### src/assert_macros.svh
// ----------------------------------------------------------------------------
// assert_macros
// Assertion helpers used by the RTL.
// ----------------------------------------------------------------------------
`ifndef ASSERT_MACROS_SVH
`define ASSERT_MACROS_SVH

// Same-cycle implication, disabled during reset.
`define SMF_ASSERT_NOW(label, clk, rst_n, ante, cons) \
  label: assert property (@(posedge clk) disable iff (!rst_n) (ante) |-> (cons)) \
    else $error("assertion failed");

// Next-cycle implication, disabled during reset.
`define SMF_ASSERT_NEXT(label, clk, rst_n, ante, cons) \
  label: assert property (@(posedge clk) disable iff (!rst_n) (ante) |=> (cons)) \
    else $error("assertion failed");

`endif

### src/smf_pkg.sv
// ----------------------------------------------------------------------------
// smf_pkg
// Types and constants shared by the substring match finder.
// ----------------------------------------------------------------------------
package smf_pkg;

  localparam int CfgIdxW = 2;
  localparam int PatBytes = 8;
  localparam int PatW = 8 * PatBytes;
  localparam int LenW = 4;
  localparam int FieldW = 16;

  localparam logic [CfgIdxW-1:0] CFG_PATTERN_BYTES = 2'd0;
  localparam logic [CfgIdxW-1:0] CFG_PATTERN_LENGTH = 2'd1;

  typedef struct packed {
    logic shift;  // text transaction accepted
    logic clear;  // current text byte ends the text
  } smf_ctrl_t;

  typedef struct packed {
    logic              found;
    logic [FieldW-1:0] first_position;
    logic [FieldW-1:0] match_count;
    logic              overflow;
  } smf_result_t;

endpackage

### src/smf_intf.sv
// ----------------------------------------------------------------------------
// smf channel interfaces
// Valid/ready channels for configuration, text bytes and results.
// ----------------------------------------------------------------------------
interface smf_cfg_if;
  logic                          valid;
  logic                          ready;
  logic [smf_pkg::CfgIdxW-1:0]   index;
  logic [smf_pkg::PatW-1:0]      data;
  modport source (output valid, index, data, input ready);
  modport sink (input valid, index, data, output ready);
endinterface

interface smf_text_if;
  logic       valid;
  logic       ready;
  logic [7:0] text_byte;
  logic       last_byte;
  modport source (output valid, text_byte, last_byte, input ready);
  modport sink (input valid, text_byte, last_byte, output ready);
endinterface

interface smf_result_if;
  logic                         valid;
  logic                         ready;
  logic                         found;
  logic [smf_pkg::FieldW-1:0]   first_position;
  logic [smf_pkg::FieldW-1:0]   match_count;
  logic                         overflow;
  modport source (output valid, found, first_position, match_count, overflow,
                  input ready);
  modport sink (input valid, found, first_position, match_count, overflow,
                output ready);
endinterface

### src/smf_cell.sv
// ----------------------------------------------------------------------------
// smf_cell
// One window slot: holds a text byte and a fill bit, passes them on to the
// next slot on every transaction and compares the incoming byte with the
// pattern byte that lines up with this slot.
// ----------------------------------------------------------------------------
module smf_cell #(
  parameter int J = 0
) (
  input  logic                     clk_i,
  input  logic                     rst_ni,
  input  smf_pkg::smf_ctrl_t       ctrl_i,
  input  logic [7:0]               byte_i,
  input  logic                     vld_i,
  input  logic [smf_pkg::PatW-1:0] pattern_i,
  input  logic [smf_pkg::LenW-1:0] len_i,
  output logic [7:0]               byte_o,
  output logic                     vld_o,
  output logic                     hit_o
);

  logic [7:0] byte_q;
  logic       vld_q;

  always_ff @(posedge clk_i) begin
    if (ctrl_i.shift) begin
      byte_q <= byte_i;
    end
  end

  always_ff @(posedge clk_i or negedge rst_ni) begin
    if (!rst_ni) begin
      vld_q <= 1'b0;
    end else if (ctrl_i.shift) begin
      vld_q <= vld_i && !ctrl_i.clear;
    end
  end

  assign byte_o = byte_q;
  assign vld_o  = vld_q;

  if (J < smf_pkg::PatBytes) begin : g_cmp
    logic [2:0] pidx;
    logic [7:0] pat;
    logic       used;

    // slot J holds pattern char len-1-J once the new byte is in
    assign used  = len_i > smf_pkg::LenW'(J);
    assign pidx  = 3'(len_i - smf_pkg::LenW'(J) - smf_pkg::LenW'(1));
    assign pat   = pattern_i[{pidx, 3'b000} +: 8];
    assign hit_o = !used || (vld_i && (byte_i == pat));
  end else begin : g_idle
    // beyond the longest pattern: slot only extends the window
    assign hit_o = 1'b1;
  end

endmodule

### src/smf_tally.sv
// ----------------------------------------------------------------------------
// smf_tally
// Stream bookkeeping: byte position, first match start, saturating match
// count and overflow flag; forms the summary for the final byte.
// ----------------------------------------------------------------------------
module smf_tally #(
  parameter int POSITION_BITS = 16
) (
  input  logic                       clk_i,
  input  logic                       rst_ni,
  input  smf_pkg::smf_ctrl_t         ctrl_i,
  input  logic                       hit_i,
  input  logic [smf_pkg::LenW-1:0]   len_i,
  output smf_pkg::smf_result_t       summary_o
);

  localparam int PosW = POSITION_BITS + 1;

  logic [PosW-1:0]            pos_q, pos_d;
  logic [POSITION_BITS-1:0]   first_q, first_d;
  logic                       seen_q, seen_d;
  logic [smf_pkg::FieldW-1:0] cnt_q, cnt_d;
  logic                       too_long_q, too_long_d;
  logic                       in_range;
  logic [31:0]                fp_wide;

  always_comb begin
    in_range   = !pos_q[POSITION_BITS];
    too_long_d = too_long_q || !in_range;
    cnt_d      = (hit_i && (cnt_q != '1)) ? cnt_q + 1'b1 : cnt_q;
    seen_d     = seen_q || hit_i;
    first_d    = first_q;
    if (hit_i && !seen_q) begin
      if (in_range) begin
        first_d = POSITION_BITS'(pos_q - PosW'(len_i - smf_pkg::LenW'(1)));
      end else begin
        first_d = '1;
      end
    end
    pos_d = in_range ? pos_q + 1'b1 : pos_q;
  end

  always_ff @(posedge clk_i or negedge rst_ni) begin
    if (!rst_ni) begin
      pos_q      <= '0;
      first_q    <= '0;
      seen_q     <= 1'b0;
      cnt_q      <= '0;
      too_long_q <= 1'b0;
    end else if (ctrl_i.shift) begin
      if (ctrl_i.clear) begin
        pos_q      <= '0;
        first_q    <= '0;
        seen_q     <= 1'b0;
        cnt_q      <= '0;
        too_long_q <= 1'b0;
      end else begin
        pos_q      <= pos_d;
        first_q    <= first_d;
        seen_q     <= seen_d;
        cnt_q      <= cnt_d;
        too_long_q <= too_long_d;
      end
    end
  end

  // start positions above the 16-bit field clip to all ones
  assign fp_wide = seen_d ? 32'(first_d) : 32'd0;

  always_comb begin
    summary_o.found          = seen_d;
    summary_o.first_position = (|fp_wide[31:16]) ? '1 : fp_wide[15:0];
    summary_o.match_count    = cnt_d;
    summary_o.overflow       = too_long_d;
  end

endmodule

### src/substring_match_finder_unit.sv
// Result: one summary per text, registered and valid in the cycle after the transaction that carries last_byte.
// Throughput: one text byte per cycle; the window is a chain of byte cells
// compared in parallel, so no byte waits on another.
// Input stalls only while a finished result waits in the output register.
// Reset: async, active low; pattern cleared, pattern length 1, stream empty.
// ----------------------------------------------------------------------------
// substring_match_finder_unit
// Sliding-window substring search over a byte stream with per-text summary.
// ----------------------------------------------------------------------------
`include "assert_macros.svh"

module substring_match_finder_unit #(
  parameter int MAX_PATTERN   = 8,
  parameter int POSITION_BITS = 16
) (
  input  logic          clk_i,
  input  logic          rst_ni,
  smf_cfg_if.sink       cfg_i,
  smf_text_if.sink      text_i,
  smf_result_if.source  result_o
);

  logic [smf_pkg::PatW-1:0] pattern_q;
  logic [smf_pkg::LenW-1:0] plen_q;
  logic [smf_pkg::LenW-1:0] len;
  smf_pkg::smf_ctrl_t       ctrl;
  smf_pkg::smf_result_t     summary;
  smf_pkg::smf_result_t     res_q;
  logic                     res_vld_q;
  logic                     hit;

  logic [7:0]             cell_byte [MAX_PATTERN];
  logic [MAX_PATTERN-1:0] cell_vld;
  logic [MAX_PATTERN-1:0] cell_hit;

  // configuration registers
  assign cfg_i.ready = 1'b1;

  always_ff @(posedge clk_i or negedge rst_ni) begin
    if (!rst_ni) begin
      pattern_q <= '0;
      plen_q    <= smf_pkg::LenW'(1);
    end else if (cfg_i.valid) begin
      unique case (cfg_i.index)
        smf_pkg::CFG_PATTERN_BYTES:  pattern_q <= cfg_i.data;
        smf_pkg::CFG_PATTERN_LENGTH: plen_q    <= cfg_i.data[smf_pkg::LenW-1:0];
        default: ;
      endcase
    end
  end

  // effective pattern length, 1..min(8, MAX_PATTERN)
  always_comb begin
    len = plen_q;
    if (len == '0) begin
      len = smf_pkg::LenW'(1);
    end
    if (len > smf_pkg::LenW'(smf_pkg::PatBytes)) begin
      len = smf_pkg::LenW'(smf_pkg::PatBytes);
    end
    if (int'(len) > MAX_PATTERN) begin
      len = smf_pkg::LenW'(MAX_PATTERN);
    end
  end

  assign text_i.ready = !res_vld_q || result_o.ready;
  assign ctrl.shift   = text_i.valid && text_i.ready;
  assign ctrl.clear   = text_i.last_byte;

  for (genvar j = 0; j < MAX_PATTERN; j++) begin : g_cell
    logic [7:0] in_byte;
    logic       in_vld;
    if (j == 0) begin : g_head
      assign in_byte = text_i.text_byte;
      assign in_vld  = 1'b1;
    end else begin : g_link
      assign in_byte = cell_byte[j-1];
      assign in_vld  = cell_vld[j-1];
    end
    smf_cell #(.J(j)) u_cell (
      .clk_i     (clk_i),
      .rst_ni    (rst_ni),
      .ctrl_i    (ctrl),
      .byte_i    (in_byte),
      .vld_i     (in_vld),
      .pattern_i (pattern_q),
      .len_i     (len),
      .byte_o    (cell_byte[j]),
      .vld_o     (cell_vld[j]),
      .hit_o     (cell_hit[j])
    );
  end

  assign hit = ctrl.shift && (&cell_hit);

  smf_tally #(.POSITION_BITS(POSITION_BITS)) u_tally (
    .clk_i     (clk_i),
    .rst_ni    (rst_ni),
    .ctrl_i    (ctrl),
    .hit_i     (hit),
    .len_i     (len),
    .summary_o (summary)
  );

  // output register
  always_ff @(posedge clk_i or negedge rst_ni) begin
    if (!rst_ni) begin
      res_vld_q <= 1'b0;
    end else if (ctrl.shift && ctrl.clear) begin
      res_vld_q <= 1'b1;
    end else if (result_o.ready) begin
      res_vld_q <= 1'b0;
    end
  end

  always_ff @(posedge clk_i) begin
    if (ctrl.shift && ctrl.clear) begin
      res_q <= summary;
    end
  end

  assign result_o.valid          = res_vld_q;
  assign result_o.found          = res_q.found;
  assign result_o.first_position = res_q.first_position;
  assign result_o.match_count    = res_q.match_count;
  assign result_o.overflow       = res_q.overflow;

  `SMF_ASSERT_NEXT(a_result_after_last, clk_i, rst_ni, ctrl.shift && ctrl.clear, res_vld_q)
  `SMF_ASSERT_NOW(a_unfound_pos_zero, clk_i, rst_ni, res_vld_q && !res_q.found,
                  res_q.first_position == '0)
  `SMF_ASSERT_NOW(a_found_has_count, clk_i, rst_ni, res_vld_q,
                  res_q.found == (res_q.match_count != '0))

endmodule

### src/flat_wrapper.sv
// flat-port wrapper written by rule: the top's interface ports become plain ports
module substring_match_finder_unit_flat 
#(
  parameter int MAX_PATTERN   = 8,
  parameter int POSITION_BITS = 16
)
  (clk_i, rst_ni, cfg_i_valid, cfg_i_index, cfg_i_data, cfg_i_ready, text_i_valid, text_i_text_byte, text_i_last_byte, text_i_ready, result_o_valid, result_o_found, result_o_first_position, result_o_match_count, result_o_overflow, result_o_ready);
  smf_cfg_if cfg_i_i ();
  smf_text_if text_i_i ();
  smf_result_if result_o_i ();
  input  logic clk_i;
  input  logic rst_ni;
  input wire logic [$bits(cfg_i_i.valid)-1:0] cfg_i_valid;
  input wire logic [$bits(cfg_i_i.index)-1:0] cfg_i_index;
  input wire logic [$bits(cfg_i_i.data)-1:0] cfg_i_data;
  output wire logic [$bits(cfg_i_i.ready)-1:0] cfg_i_ready;
  input wire logic [$bits(text_i_i.valid)-1:0] text_i_valid;
  input wire logic [$bits(text_i_i.text_byte)-1:0] text_i_text_byte;
  input wire logic [$bits(text_i_i.last_byte)-1:0] text_i_last_byte;
  output wire logic [$bits(text_i_i.ready)-1:0] text_i_ready;
  output wire logic [$bits(result_o_i.valid)-1:0] result_o_valid;
  output wire logic [$bits(result_o_i.found)-1:0] result_o_found;
  output wire logic [$bits(result_o_i.first_position)-1:0] result_o_first_position;
  output wire logic [$bits(result_o_i.match_count)-1:0] result_o_match_count;
  output wire logic [$bits(result_o_i.overflow)-1:0] result_o_overflow;
  input wire logic [$bits(result_o_i.ready)-1:0] result_o_ready;
  assign cfg_i_i.valid = cfg_i_valid;
  assign cfg_i_i.index = cfg_i_index;
  assign cfg_i_i.data = cfg_i_data;
  assign cfg_i_ready = cfg_i_i.ready;
  assign text_i_i.valid = text_i_valid;
  assign text_i_i.text_byte = text_i_text_byte;
  assign text_i_i.last_byte = text_i_last_byte;
  assign text_i_ready = text_i_i.ready;
  assign result_o_valid = result_o_i.valid;
  assign result_o_found = result_o_i.found;
  assign result_o_first_position = result_o_i.first_position;
  assign result_o_match_count = result_o_i.match_count;
  assign result_o_overflow = result_o_i.overflow;
  assign result_o_i.ready = result_o_ready;
  substring_match_finder_unit #(.MAX_PATTERN(MAX_PATTERN), .POSITION_BITS(POSITION_BITS)) u_core (.clk_i(clk_i), .rst_ni(rst_ni), .cfg_i(cfg_i_i), .text_i(text_i_i), .result_o(result_o_i));
endmodule
### config.mk
export PLATFORM = sky130hd
export DESIGN_NAME = substring_match_finder_unit_flat
export DESIGN_NICKNAME = d
export VERILOG_FILES = /design/src/smf_pkg.sv /design/src/smf_intf.sv /design/src/smf_cell.sv /design/src/smf_tally.sv /design/src/substring_match_finder_unit.sv /design/src/flat_wrapper.sv
export VERILOG_INCLUDE_DIRS = /design/src /design/src/src
export SDC_FILE = /design/constraint.sdc
export NUM_CORES = 1
export LEC_CHECK = 0
export BUFFER_PORTS_ARGS = -buffer_cell sky130_fd_sc_hd__clkbuf_2
export CAP_MARGIN = 10
export CORE_UTILIZATION = 50
export CTS_CLUSTER_DIAMETER = 30
export DETAILED_ROUTE_END_ITERATION = 8
export PLACE_DENSITY = 0.78
export SKIP_LAST_GASP = 1
export SYNTH_ARGS = -nofsm -noshare
export SYNTH_HDL_FRONTEND = slang
export SYNTH_SLANG_ARGS = --single-unit
### constraint.sdc
create_clock -name clk_i -period 8.9 [get_ports clk_i]
set_input_delay 0.89 -clock clk_i [delete_from_list [all_inputs] [get_ports clk_i]]
set_output_delay 0.89 -clock clk_i [all_outputs]
set_load 0.05 [all_outputs]
==> flow_summary.json, run 1 <==
{
  "maxSlewViolCount": 0,
  "worst_clock_skew_ps": 19.33,
  "grt_use_total_pct": 26.06,
  "slew_headroom_pct": 27.62,
  "synth.largest_area_cell": "dfrtp_1",
  "reg2reg_depth": 14,
  "hold_buffers": 0,
  "antenna_found_initial": 0,
  "clk_pin_slew_ps": 50,
  "grt_max_degree": 70,
  "num_rows": 57,
  "post_cts_resized": 0,
  "synth_top_area_share_pct": 25.07,
  "n_fill_cell": 1898,
  "rsz0062_at_grt": "false",
  "drive_gt1_share_pct": 27.80,
  "critPathCaptureType": "flip-flop",
  "syn_area_per_cell_sq_um": 11.87,
  "coreArea_sq_mm": 0.02446,
  "hold_path_end": "u_core.g_cell[5].u_cell.byte_o[5]$_DFFE_PP_",
  "synth-edff-count": 90,
  "ant_nets": 0,
  "n_antenna_cell": 0,
  "crit_slowest_cell": "dfrtp_1",
  "min_period_over_period_pct": 71.81,
  "setup_viol": 0,
  "peakVddDrop_v": 0.0001665,
  "dpl.hpwl_um": 23180,
  "yosys_warnings": 0,
  "p_leak_nw": 6.192,
  "holdPathStages": 0,
  "critPathRequiredTime_ps": 9300,
  "cpPeakStageDelay_ps": 790,
  "start_kind": "flip-flop",
  "ys_seq_elements": 217,
  "num_vias": 9539,
  "hp-start": "u_core.g_cell[4].u_cell.byte_o[5]$_DFFE_PP_",
  "grt_pass1_vias": 9315,
  "r2r_end": "u_core.u_tally.first_q[6]$_DFFE_PN0P_",
  "avgRoutedWirePerCell_um": 21.20,
  "critPathBufInv": 2,
  "powerDensity_mw_per_mm2": 288.7,
  "fp.dieW_um": 160.6,
  "clock_sinks": 217,
  "viasPerCell": 6.166,
  "status": "finished, final reports clean",
  "initial_core_util_pct": 51.40,
  "drt_pass1_iterations": 5,
  "area_growth_pct": 18.47,
  "crit-reg2reg-launch": "u_core.plen_q[2]$_DFFE_PN0P_",
  "regToRegSetupSlack_ps": 2510,
  "chipHeight_um": 160.6,
  "cts_tree": "yes",
  "yosysMostFrequentCell": "dfrtp_1",
  "clk_path_buf_depth": 3,
  "die_area_sq_mm": 0.02579,
  "worst_pin_slew_ps": 1085,
  "dp.cells": 1465,
  "ys_types": 75,
  "post-cts-setup-buffers": 0,
  "synth-seq-area-share_pct": 46.78,
  "drt_first_iter_violations": 972,
  "fin_nets": 1296,
  "crit_chain": "o21bai_4 -> nand2_4 -> inv_4 -> ha_1 -> xnor2_4 -> mux4_2 -> xnor2_1 -> nor4_1 -> nand4b_1 -> nor4_1 -> a21oi_1 -> buf_4 -> or3_1 -> a311o_1",
  "arrival_ps": 6790,
  "async_flop_share_pct": 58.53,
  "detail_route.wirelength_um": 32790,
  "finalSetupTns_ps": 0,
  "numCtsBuffers": 44,
  "synth_commonest_cells": "dfrtp_1, nand2_1, edfxtp_1, mux2_2, o21ai_0",
  "globalplace.congestion": 0.9915,
  "port-buffer-count": 115,
  "grt-ovfl-total": 0,
  "hold_viol": 0,
  "worst_path_most_repeated_cell": "nor4_1",
  "ys.flop_type": "dfrtp_1",
  "htree_levels": 2,
  "io_pins": 117,
  "path_max_fanout": 41,
  "period_minus_slack_ps": 6391,
  "clkLatencyLatePin_ps": 530,
  "fin_cells": 1547,
  "fmax_mhz": 156.5,
  "synth_area_leaders": "dfrtp_1, edfxtp_1, mux4_2",
  "grt_first_pass_wirelength_um": 51940,
  "root_buffer": "clkbuf_16",
  "drc": 0,
  "hold_class": "reg2reg",
  "syn_area_sq_mm": 0.01257,
  "worstSetupPathType": "reg2reg",
  "cap_viol_max_count": 0,
  "final_core_util_pct": 60.90,
  "syn_inst": 1059,
  "path_delay_family": "simple AND/OR/NAND/NOR gates"
}
==> state kept, by name, summed over array words and instances, names as in the netlist, 4 cells and up <==
signal / count
u_core.result_o.match_count: 16
u_core.plen_q: 4
u_core.u_tally.first_q: 16
u_core.result_o.first_position: 16
u_core.g_cell.u_cell.vld_o: 7
u_core.u_tally.cnt_q: 16
u_core.u_tally.pos_q: 17
u_core.pattern_q: 64
u_core.g_cell.u_cell.byte_o: 56
==> how the worst max path moves through the flow <==
stage	depth (start not counted)	start	endpoint
floorplan	21	u_core.plen_q[0]$_DFFE_PN1P_	u_core.u_tally.first_q[2]$_DFFE_PN0P_
global placement	14	u_core.plen_q[2]$_DFFE_PN0P_	u_core.u_tally.first_q[6]$_DFFE_PN0P_
detailed placement	14	u_core.plen_q[2]$_DFFE_PN0P_	u_core.u_tally.first_q[6]$_DFFE_PN0P_
CTS	14	u_core.plen_q[2]$_DFFE_PN0P_	u_core.u_tally.first_q[6]$_DFFE_PN0P_
global route	14	u_core.plen_q[2]$_DFFE_PN0P_	u_core.u_tally.first_q[6]$_DFFE_PN0P_
finish	14	u_core.plen_q[2]$_DFFE_PN0P_	u_core.u_tally.first_q[6]$_DFFE_PN0P_
==> layout by cell type, fill, tap and decap left out, types with 5 or more instances in the layout <==
master | netlist | routed
dfrtp_1 | 126 | 126
clkbuf_2 | 0 | 114
nand2_1 | 93 | 93
edfxtp_1 | 90 | 90
mux2_2 | 66 | 66
o21ai_0 | 66 | 66
mux2i_1 | 61 | 61
xnor2_1 | 55 | 55
mux4_2 | 48 | 48
nor2_1 | 47 | 47
clkbuf_16 | 0 | 44
a21oi_1 | 34 | 34
ha_1 | 28 | 28
xor2_1 | 25 | 25
inv_1 | 25 | 24
nor3_1 | 20 | 20
nand3_1 | 19 | 19
a22o_1 | 18 | 18
and3_1 | 14 | 14
nor4_1 | 13 | 13
a22oi_1 | 13 | 13
nand4_1 | 12 | 12
and2_1 | 12 | 12
conb_1 | 1 | 12
buf_4 | 2 | 11
clkinv_2 | 0 | 10
nor2b_1 | 9 | 9
a311o_1 | 8 | 8
a21boi_0 | 6 | 6
bufinv_16 | 0 | 6
nand2b_1 | 5 | 5
a31oi_1 | 5 | 5
a221oi_1 | 5 | 5
a21o_1 | 5 | 5
==> logic make-up after synthesis <==
family	after synthesis	synth area share [%]
and+or+nand+nor	268	10.54
AOI/OAI and AO/OA	203	11.04
buffers and inverters	83	3.323
xor gates and xnor gates	81	5.791
DFF	217	46.78
muxes	177	19.56
adders and majority gates	29	2.945
other	1	0.02982
==> layer usage <==
| layer | routed length, um | track usage, % | vias up |
|---|---|---|---|
| met5 | 0 | 0 | - |
| met4 | 1165 | 10.26 | 0 |
| met3 | 3356 | 6.379 | 89 |
| met2 | 14360 | 38.43 | 500 |
| met1 | 13910 | 37.06 | 4714 |
| li1 | - | - | 4236 |
==> area by class of cell <==
cell class                      instances  area, sq um  area share (%)
Inverter                               29        111.4          0.7475
Sequential cell                       217         5882           39.48
Clock inverter                         31        366.6           2.461
Clock buffer                           51         1157           7.769
Multi-Input combinational cell        770         6321           42.43
Tap cell                              324        405.4           2.721
Timing Repair Buffer                  125        653.1           4.384
==> report_power, final <==
| part | total [mW] | leakage [nW] | switching (mW) | internal (mW) |
|---|---|---|---|---|
| clock | 1.66 | 0.743 | 0.547 | 1.11 |
| sequential | 1.31 | 2.46 | 0.125 | 1.18 |
| combinational | 1.34 | 2.99 | 0.737 | 0.600 |
| total | 4.30 | 6.19 | 1.41 | 2.89 |
==> metrics by stage <==
stage / power, mW / setup WS [ps] / area (sq um) / hold WS (ps)
floorplan: 2.281 / 3826 / 12620 / 435.7
global placement: 2.578 / 2732 / 13370 / 450.7
detailed placement: 2.615 / 2628 / 13370 / 459.9
CTS: 4.285 / 2565 / 14900 / 462.3
global route: 4.459 / 1965 / 14900 / 471.1
finish: 4.300 / 2509 / 14900 / 463.0
No activity file was read; power rests on OpenSTA's default activity.
==> run 2: changes to the inputs <==
==> constraint.sdc (replaced) <==
create_clock -name clk_i -period 5.99 [get_ports clk_i]
set_input_delay 0.599 -clock clk_i [delete_from_list [all_inputs] [get_ports clk_i]]
set_output_delay 0.599 -clock clk_i [all_outputs]
set_load 0.05 [all_outputs]
==> run 2 against run 1 <==
Net effect: clock power up 62%; clock skew increased by 5.4 ps; first-iteration DRC count down 4.5%; register-to-register slack got worse by 2300 ps; design area rose by 1.7%; global-route usage is 0.37 points higher; sequential share of layout area is 0.66 points lower; critical path depth fell by 1; highest routed layer unchanged.
==> flow_summary.json, run 2 (synthesized netlist as in run 1, its figures left out) <==
{
  "hold_buffers": 0,
  "avgRoutedWirePerCell_um": 21.63,
  "drive_gt1_share_pct": 28.88,
  "p_clk_share_pct": 40.1,
  "clkLatencyLatePin_ps": 550,
  "num_vias": 9595,
  "numCtsBuffers": 46,
  "root_buffer": "clkbuf_16",
  "grt_use_total_pct": 26.43,
  "cts_tree": "yes",
  "clock_sinks": 217,
  "crit-reg2reg-launch": "u_core.plen_q[0]$_DFFE_PN1P_",
  "fin_nets": 1307,
  "status": "finished, final reports clean",
  "p_int_mw": 4.468,
  "dpl.hpwl_um": 24240,
  "largest_reg_flops": 64,
  "fmax_mhz": 173.1,
  "whs_ps": 203.0,
  "drt_pass1_iterations": 7,
  "drt_first_iter_violations": 928,
  "num_rows": 57,
  "grt-ovfl-total": 0,
  "viasPerCell": 6.151,
  "hold_class": "in2async",
  "arrival_ps": 6180,
  "worst_clock_skew_ps": 24.74,
  "final_core_util_pct": 61.93,
  "port-buffer-count": 115,
  "final_cell_mix": "dfrtp_1, clkbuf_2, nand2_1, edfxtp_1",
  "regMostFlops": "u_core.pattern_q",
  "grt_pass1_vias": 9250,
  "startpoint": "u_core.plen_q[0]$_DFFE_PN1P_",
  "n_fill_cell": 1883,
  "io_pins": 117,
  "post_cts_resized": 0,
  "slew_headroom_pct": 23.26,
  "antenna_found_initial": 0,
  "seqPwrFrac_pct": 28.8,
  "clk_pin_slew_ps": 50,
  "min_period_over_period_pct": 96.43,
  "clk_path_buf_depth": 3,
  "htree_levels": 2,
  "rsz0062_at_grt": "false",
  "initial_core_util_pct": 51.40,
  "coreArea_sq_mm": 0.02446,
  "ant_nets": 0,
  "grt_max_degree": 74,
  "post-cts-setup-buffers": 0,
  "setup_viol": 0,
  "peakVddDrop_v": 0.0002634,
  "die_area_sq_mm": 0.02579,
  "drc": 0,
  "worst_pin_slew_ps": 1150,
  "powerDensity_mw_per_mm2": 442.3,
  "n_antenna_cell": 0,
  "path_max_fanout": 37,
  "p_leak_nw": 6.301,
  "fp.dieW_um": 160.6,
  "final_common_cell": "dfrtp_1",
  "finalSetupTns_ps": 0,
  "stdcell_area_sq_mm": 0.01515,
  "cap_viol_max_count": 0,
  "chipHeight_um": 160.6,
  "switching_share_pct": 33.31,
  "grt_first_pass_wirelength_um": 52670,
  "start_kind": "flip-flop",
  "area_growth_pct": 20.48,
  "period_minus_slack_ps": 5776,
  "switchingPower_mw": 2.232,
  "globalplace.congestion": 0.9823,
  "place_area_sq_mm": 0.01347,
  "detail_route.wirelength_um": 33740,
  "dp.cells": 1474,
  "critPathRequiredTime_ps": 6400,
  "hold_viol": 0,
  "critPathCaptureType": "flip-flop",
  "worstSetupPathType": "reg2reg",
  "maxSlewViolCount": 0,
  "p_comb_share_pct": 31.0,
  "fin_cells": 1560
}
run 2: power groups by stage:
| stage | clock (mW) | sequential, mW | combinational, mW |
|---|---|---|---|
| floorplan | 0 | 1.92 | 1.47 |
| CTS | 2.72 | 1.93 | 2.03 |
| finish | 2.69 | 1.93 | 2.08 |
| global placement | 0 | 1.94 | 1.99 |
| detailed placement | 0 | 1.95 | 2.02 |
| global route | 2.79 | 1.95 | 2.19 |
run 2: metal layers:
metal / vias up / track usage, % / routed length (um)
li1: 4282 / - / -
met1: 4745 / 38.36 / 14790
met2: 481 / 38.53 / 14690
met3: 87 / 6.741 / 3210
met4: 0 / 8.961 / 1044
met5: - / 0 / 0
run 2: final cells by class:
| class | count | area, sq um | share of cell area (%) |
|---|---|---|---|
| timing repair buffer | 134 | 745.7 | 4.922 |
| clock buffer | 52 | 1215 | 8.020 |
| inverter | 29 | 111.4 | 0.7351 |
| clock inverter | 34 | 464.2 | 3.064 |
| sequential | 217 | 5882 | 38.83 |
| tap | 324 | 405.4 | 2.676 |
| multi-input combinational | 770 | 6326 | 41.76 |
run 2: path summary, 6_finish.rpt:
kind,to,slack (ps),cells past startpoint
max,u_core.u_tally.first_q[8]$_DFFE_PN0P_,210,13
min reg2reg,u_core.g_cell[3].u_cell.byte_o[4]$_DFFE_PP_,460,0
max reg2reg,u_core.u_tally.first_q[8]$_DFFE_PN0P_,210,13
min in group clk_i,u_core.pattern_q[9]$_DFFE_PN0P_,260,3
max in group asynchronous,u_core.u_tally.pos_q[10]$_DFFE_PN0P_,4440,2
min,u_core.pattern_q[31]$_DFFE_PN0P_,200,1
run 2: critical path, cell delays in order, from the launching register on:
cell       delay, ps
dfstp_2          640
o21bai_4         270
nand2_4          190
inv_4             80
buf_4            470
mux2i_1          640
a32oi_1          340
a21o_1           230
a2111oi_0        540
a41oi_1          330
a2111oi_4        380
nand3b_2         200
or3_1            800
a311o_1          510
run 2: through the flow:
step | setup slack [ps] | power (mW)
after global routing | 8.400 | 6.935
final | 214.1 | 6.700
after floorplan | 915.8 | 3.388
after CTS | 410.7 | 6.675
after detailed placement | 475.3 | 3.971
after global placement | 490.5 | 3.927
==> run 3: changes to the inputs <==
--- a/config.mk
+++ b/config.mk
@@ -8,10 +8,10 @@
 export LEC_CHECK = 0
 export BUFFER_PORTS_ARGS = -buffer_cell sky130_fd_sc_hd__clkbuf_2
 export CAP_MARGIN = 10
-export CORE_UTILIZATION = 50
+export CORE_UTILIZATION = 30
 export CTS_CLUSTER_DIAMETER = 30
 export DETAILED_ROUTE_END_ITERATION = 8
-export PLACE_DENSITY = 0.78
+export PLACE_DENSITY = 0.55
 export SKIP_LAST_GASP = 1
 export SYNTH_ARGS = -nofsm -noshare
 export SYNTH_HDL_FRONTEND = slang
==> run 3 against run 2 <==
Net effect: sequential power hardly changed; clock power increased by 9.3%; routed wire length grew 1.4%; utilization down 24 points; critical endpoint is now u_core.u_tally.first_q[6]$_DFFE_PN0P_; largest cell class unchanged.
==> flow_summary.json, run 3 (synthesized netlist as in run 1, its figures left out) <==
{
  "fp.dieW_um": 206.7,
  "numCtsBuffers": 53,
  "path_max_fanout": 35,
  "htree_levels": 2,
  "fin_cells": 1791,
  "powerDensity_mw_per_mm2": 442.9,
  "p_leak_nw": 6.438,
  "post-cts-setup-buffers": 0,
  "port-buffer-count": 115,
  "period_minus_slack_ps": 5681,
  "io_pins": 117,
  "whs_ps": 239.8,
  "dp.cells": 1690,
  "clk_path_buf_depth": 3,
  "regMostFlops": "u_core.pattern_q",
  "initial_core_util_pct": 30.59,
  "dpl.hpwl_um": 25130,
  "crit_slowest_cell": "dfrtp_1",
  "grt-ovfl-total": 0,
  "fin_nets": 1323,
  "grt_use_total_pct": 16.57,
  "crit_chain": "inv_2 -> nand2_2 -> inv_1 -> ha_1 -> buf_12 -> mux4_2 -> xnor2_1 -> nor4_1 -> a22oi_1 -> a2111oi_4 -> nand3b_2 -> or3_1 -> buf_4 -> a311o_1",
  "cts_tree": "yes",
  "final_core_util_pct": 38.10,
  "final_cell_mix": "dfrtp_1, clkbuf_2, nand2_1, edfxtp_1",
  "num_rows": 74,
  "drive_gt1_share_pct": 30.34,
  "place_area_sq_mm": 0.01378,
  "critPathCaptureType": "flip-flop",
  "power.total_mw": 6.938,
  "worstSetupPathType": "reg2reg",
  "finalSetupTns_ps": 0,
  "status": "finished, final reports clean",
  "path_delay_family": "simple AND/OR/NAND/NOR gates",
  "slew_headroom_pct": 36.75,
  "peakVddDrop_v": 0.0002517,
  "hold_viol": 0,
  "cpPeakStageDelay_ps": 680,
  "critPathBufInv": 4,
  "root_buffer": "clkbuf_16",
  "grt_max_degree": 70,
  "drc": 0,
  "grt_first_pass_wirelength_um": 54060,
  "start_kind": "flip-flop",
  "n_antenna_cell": 0,
  "antenna_found_initial": 0,
  "rsz0062_at_grt": "false",
  "num_vias": 9338,
  "worst_pin_slew_ps": 948.7,
  "fin_ws_ps": 309.2,
  "viasPerCell": 5.214,
  "grt_pass1_vias": 9320,
  "final_common_cell": "dfrtp_1",
  "largest_reg_flops": 64,
  "dp_slack_ps": 417.6,
  "ant_nets": 0,
  "clkLatencyLatePin_ps": 590,
  "setup_viol": 0,
  "stdcell_area_sq_mm": 0.01566,
  "cap_viol_max_count": 0,
  "fmax_mhz": 176.0,
  "worst_clock_skew_ps": 21.57,
  "hold_class": "in2reg",
  "clk_pin_slew_ps": 50,
  "critPathRequiredTime_ps": 6440,
  "area_growth_pct": 24.57,
  "maxSlewViolCount": 0,
  "drt_first_iter_violations": 737,
  "arrival_ps": 6130,
  "avgRoutedWirePerCell_um": 19.11,
  "clock_sinks": 217,
  "chipHeight_um": 206.7,
  "detail_route.wirelength_um": 34220,
  "coreArea_sq_mm": 0.04111,
  "drt_pass1_iterations": 7,
  "globalplace.congestion": 0.8735,
  "die_area_sq_mm": 0.04274,
  "min_period_over_period_pct": 94.84
}
[run 3: cell count changes in the layout (fill, tap and decap cells not counted), moves of 2 or more]
| cell | previous run | this run |
|---|---|---|
| clkinv_4 | 10 | 7 |
| clkinvlp_4 | 7 | 9 |
| inv_8 | 2 | 0 |
| clkbuf_1 | 3 | 0 |
| buf_4 | 18 | 26 |
| clkinv_2 | 3 | 8 |
| inv_6 | 3 | 12 |
| clkbuf_16 | 47 | 53 |
[run 3: layer usage]
| layer | track usage [%] | routed length [um] |
|---|---|---|
| met5 | 0 | 0 |
| met2 | 25.49 | 15770 |
| met3 | 3.030 | 1989 |
| met1 | 23.36 | 15670 |
| met4 | 5.657 | 791 |
[run 3: power breakdown]
| group | leakage (nW) | switching [mW] | internal [mW] |
|---|---|---|---|
| combinational | 3.08 | 1.13 | 0.935 |
| clock | 0.896 | 1.00 | 1.94 |
| sequential | 2.46 | 0.177 | 1.75 |
[run 3: final timing paths]
kind                                                             startpoint                                     endpoint  slack [ps]  depth (start not counted)
max in group asynchronous                                            rst_ni       u_core.u_tally.first_q[10]$_DFFE_PN0P_        4050                          3
worst min-delay path                                         cfg_i_data[58]             u_core.pattern_q[58]$_DFFE_PN0P_         240                          2
min in group asynchronous                                            rst_ni             u_core.pattern_q[43]$_DFFE_PN0P_         560                          2
worst max register to register                 u_core.plen_q[3]$_DFFE_PN0P_        u_core.u_tally.first_q[6]$_DFFE_PN0P_         310                         14
worst max-delay path                           u_core.plen_q[3]$_DFFE_PN0P_        u_core.u_tally.first_q[6]$_DFFE_PN0P_         310                         14
worst min register to register  u_core.g_cell[3].u_cell.byte_o[7]$_DFFE_PP_  u_core.g_cell[4].u_cell.byte_o[7]$_DFFE_PP_         470                          0
[run 3: cell type report]
class	instances	area, sq um
flip-flops and latches	217	5882
multi-input cells	770	6324
clock buffers	55	1354
inverters	29	111.4
fillers	4035	25450
clock inverters	45	520.5
well taps	532	665.6
repair buffers	143	807.0
[run 3: what timing repair did]
item / 4_1_cts / 5_1_grt
endpoints found under the setup margin: 0 / 1
hold buffers: 1 / 0
gates resized for setup: 0 / 1
hold endpoints to repair: 13 / 0
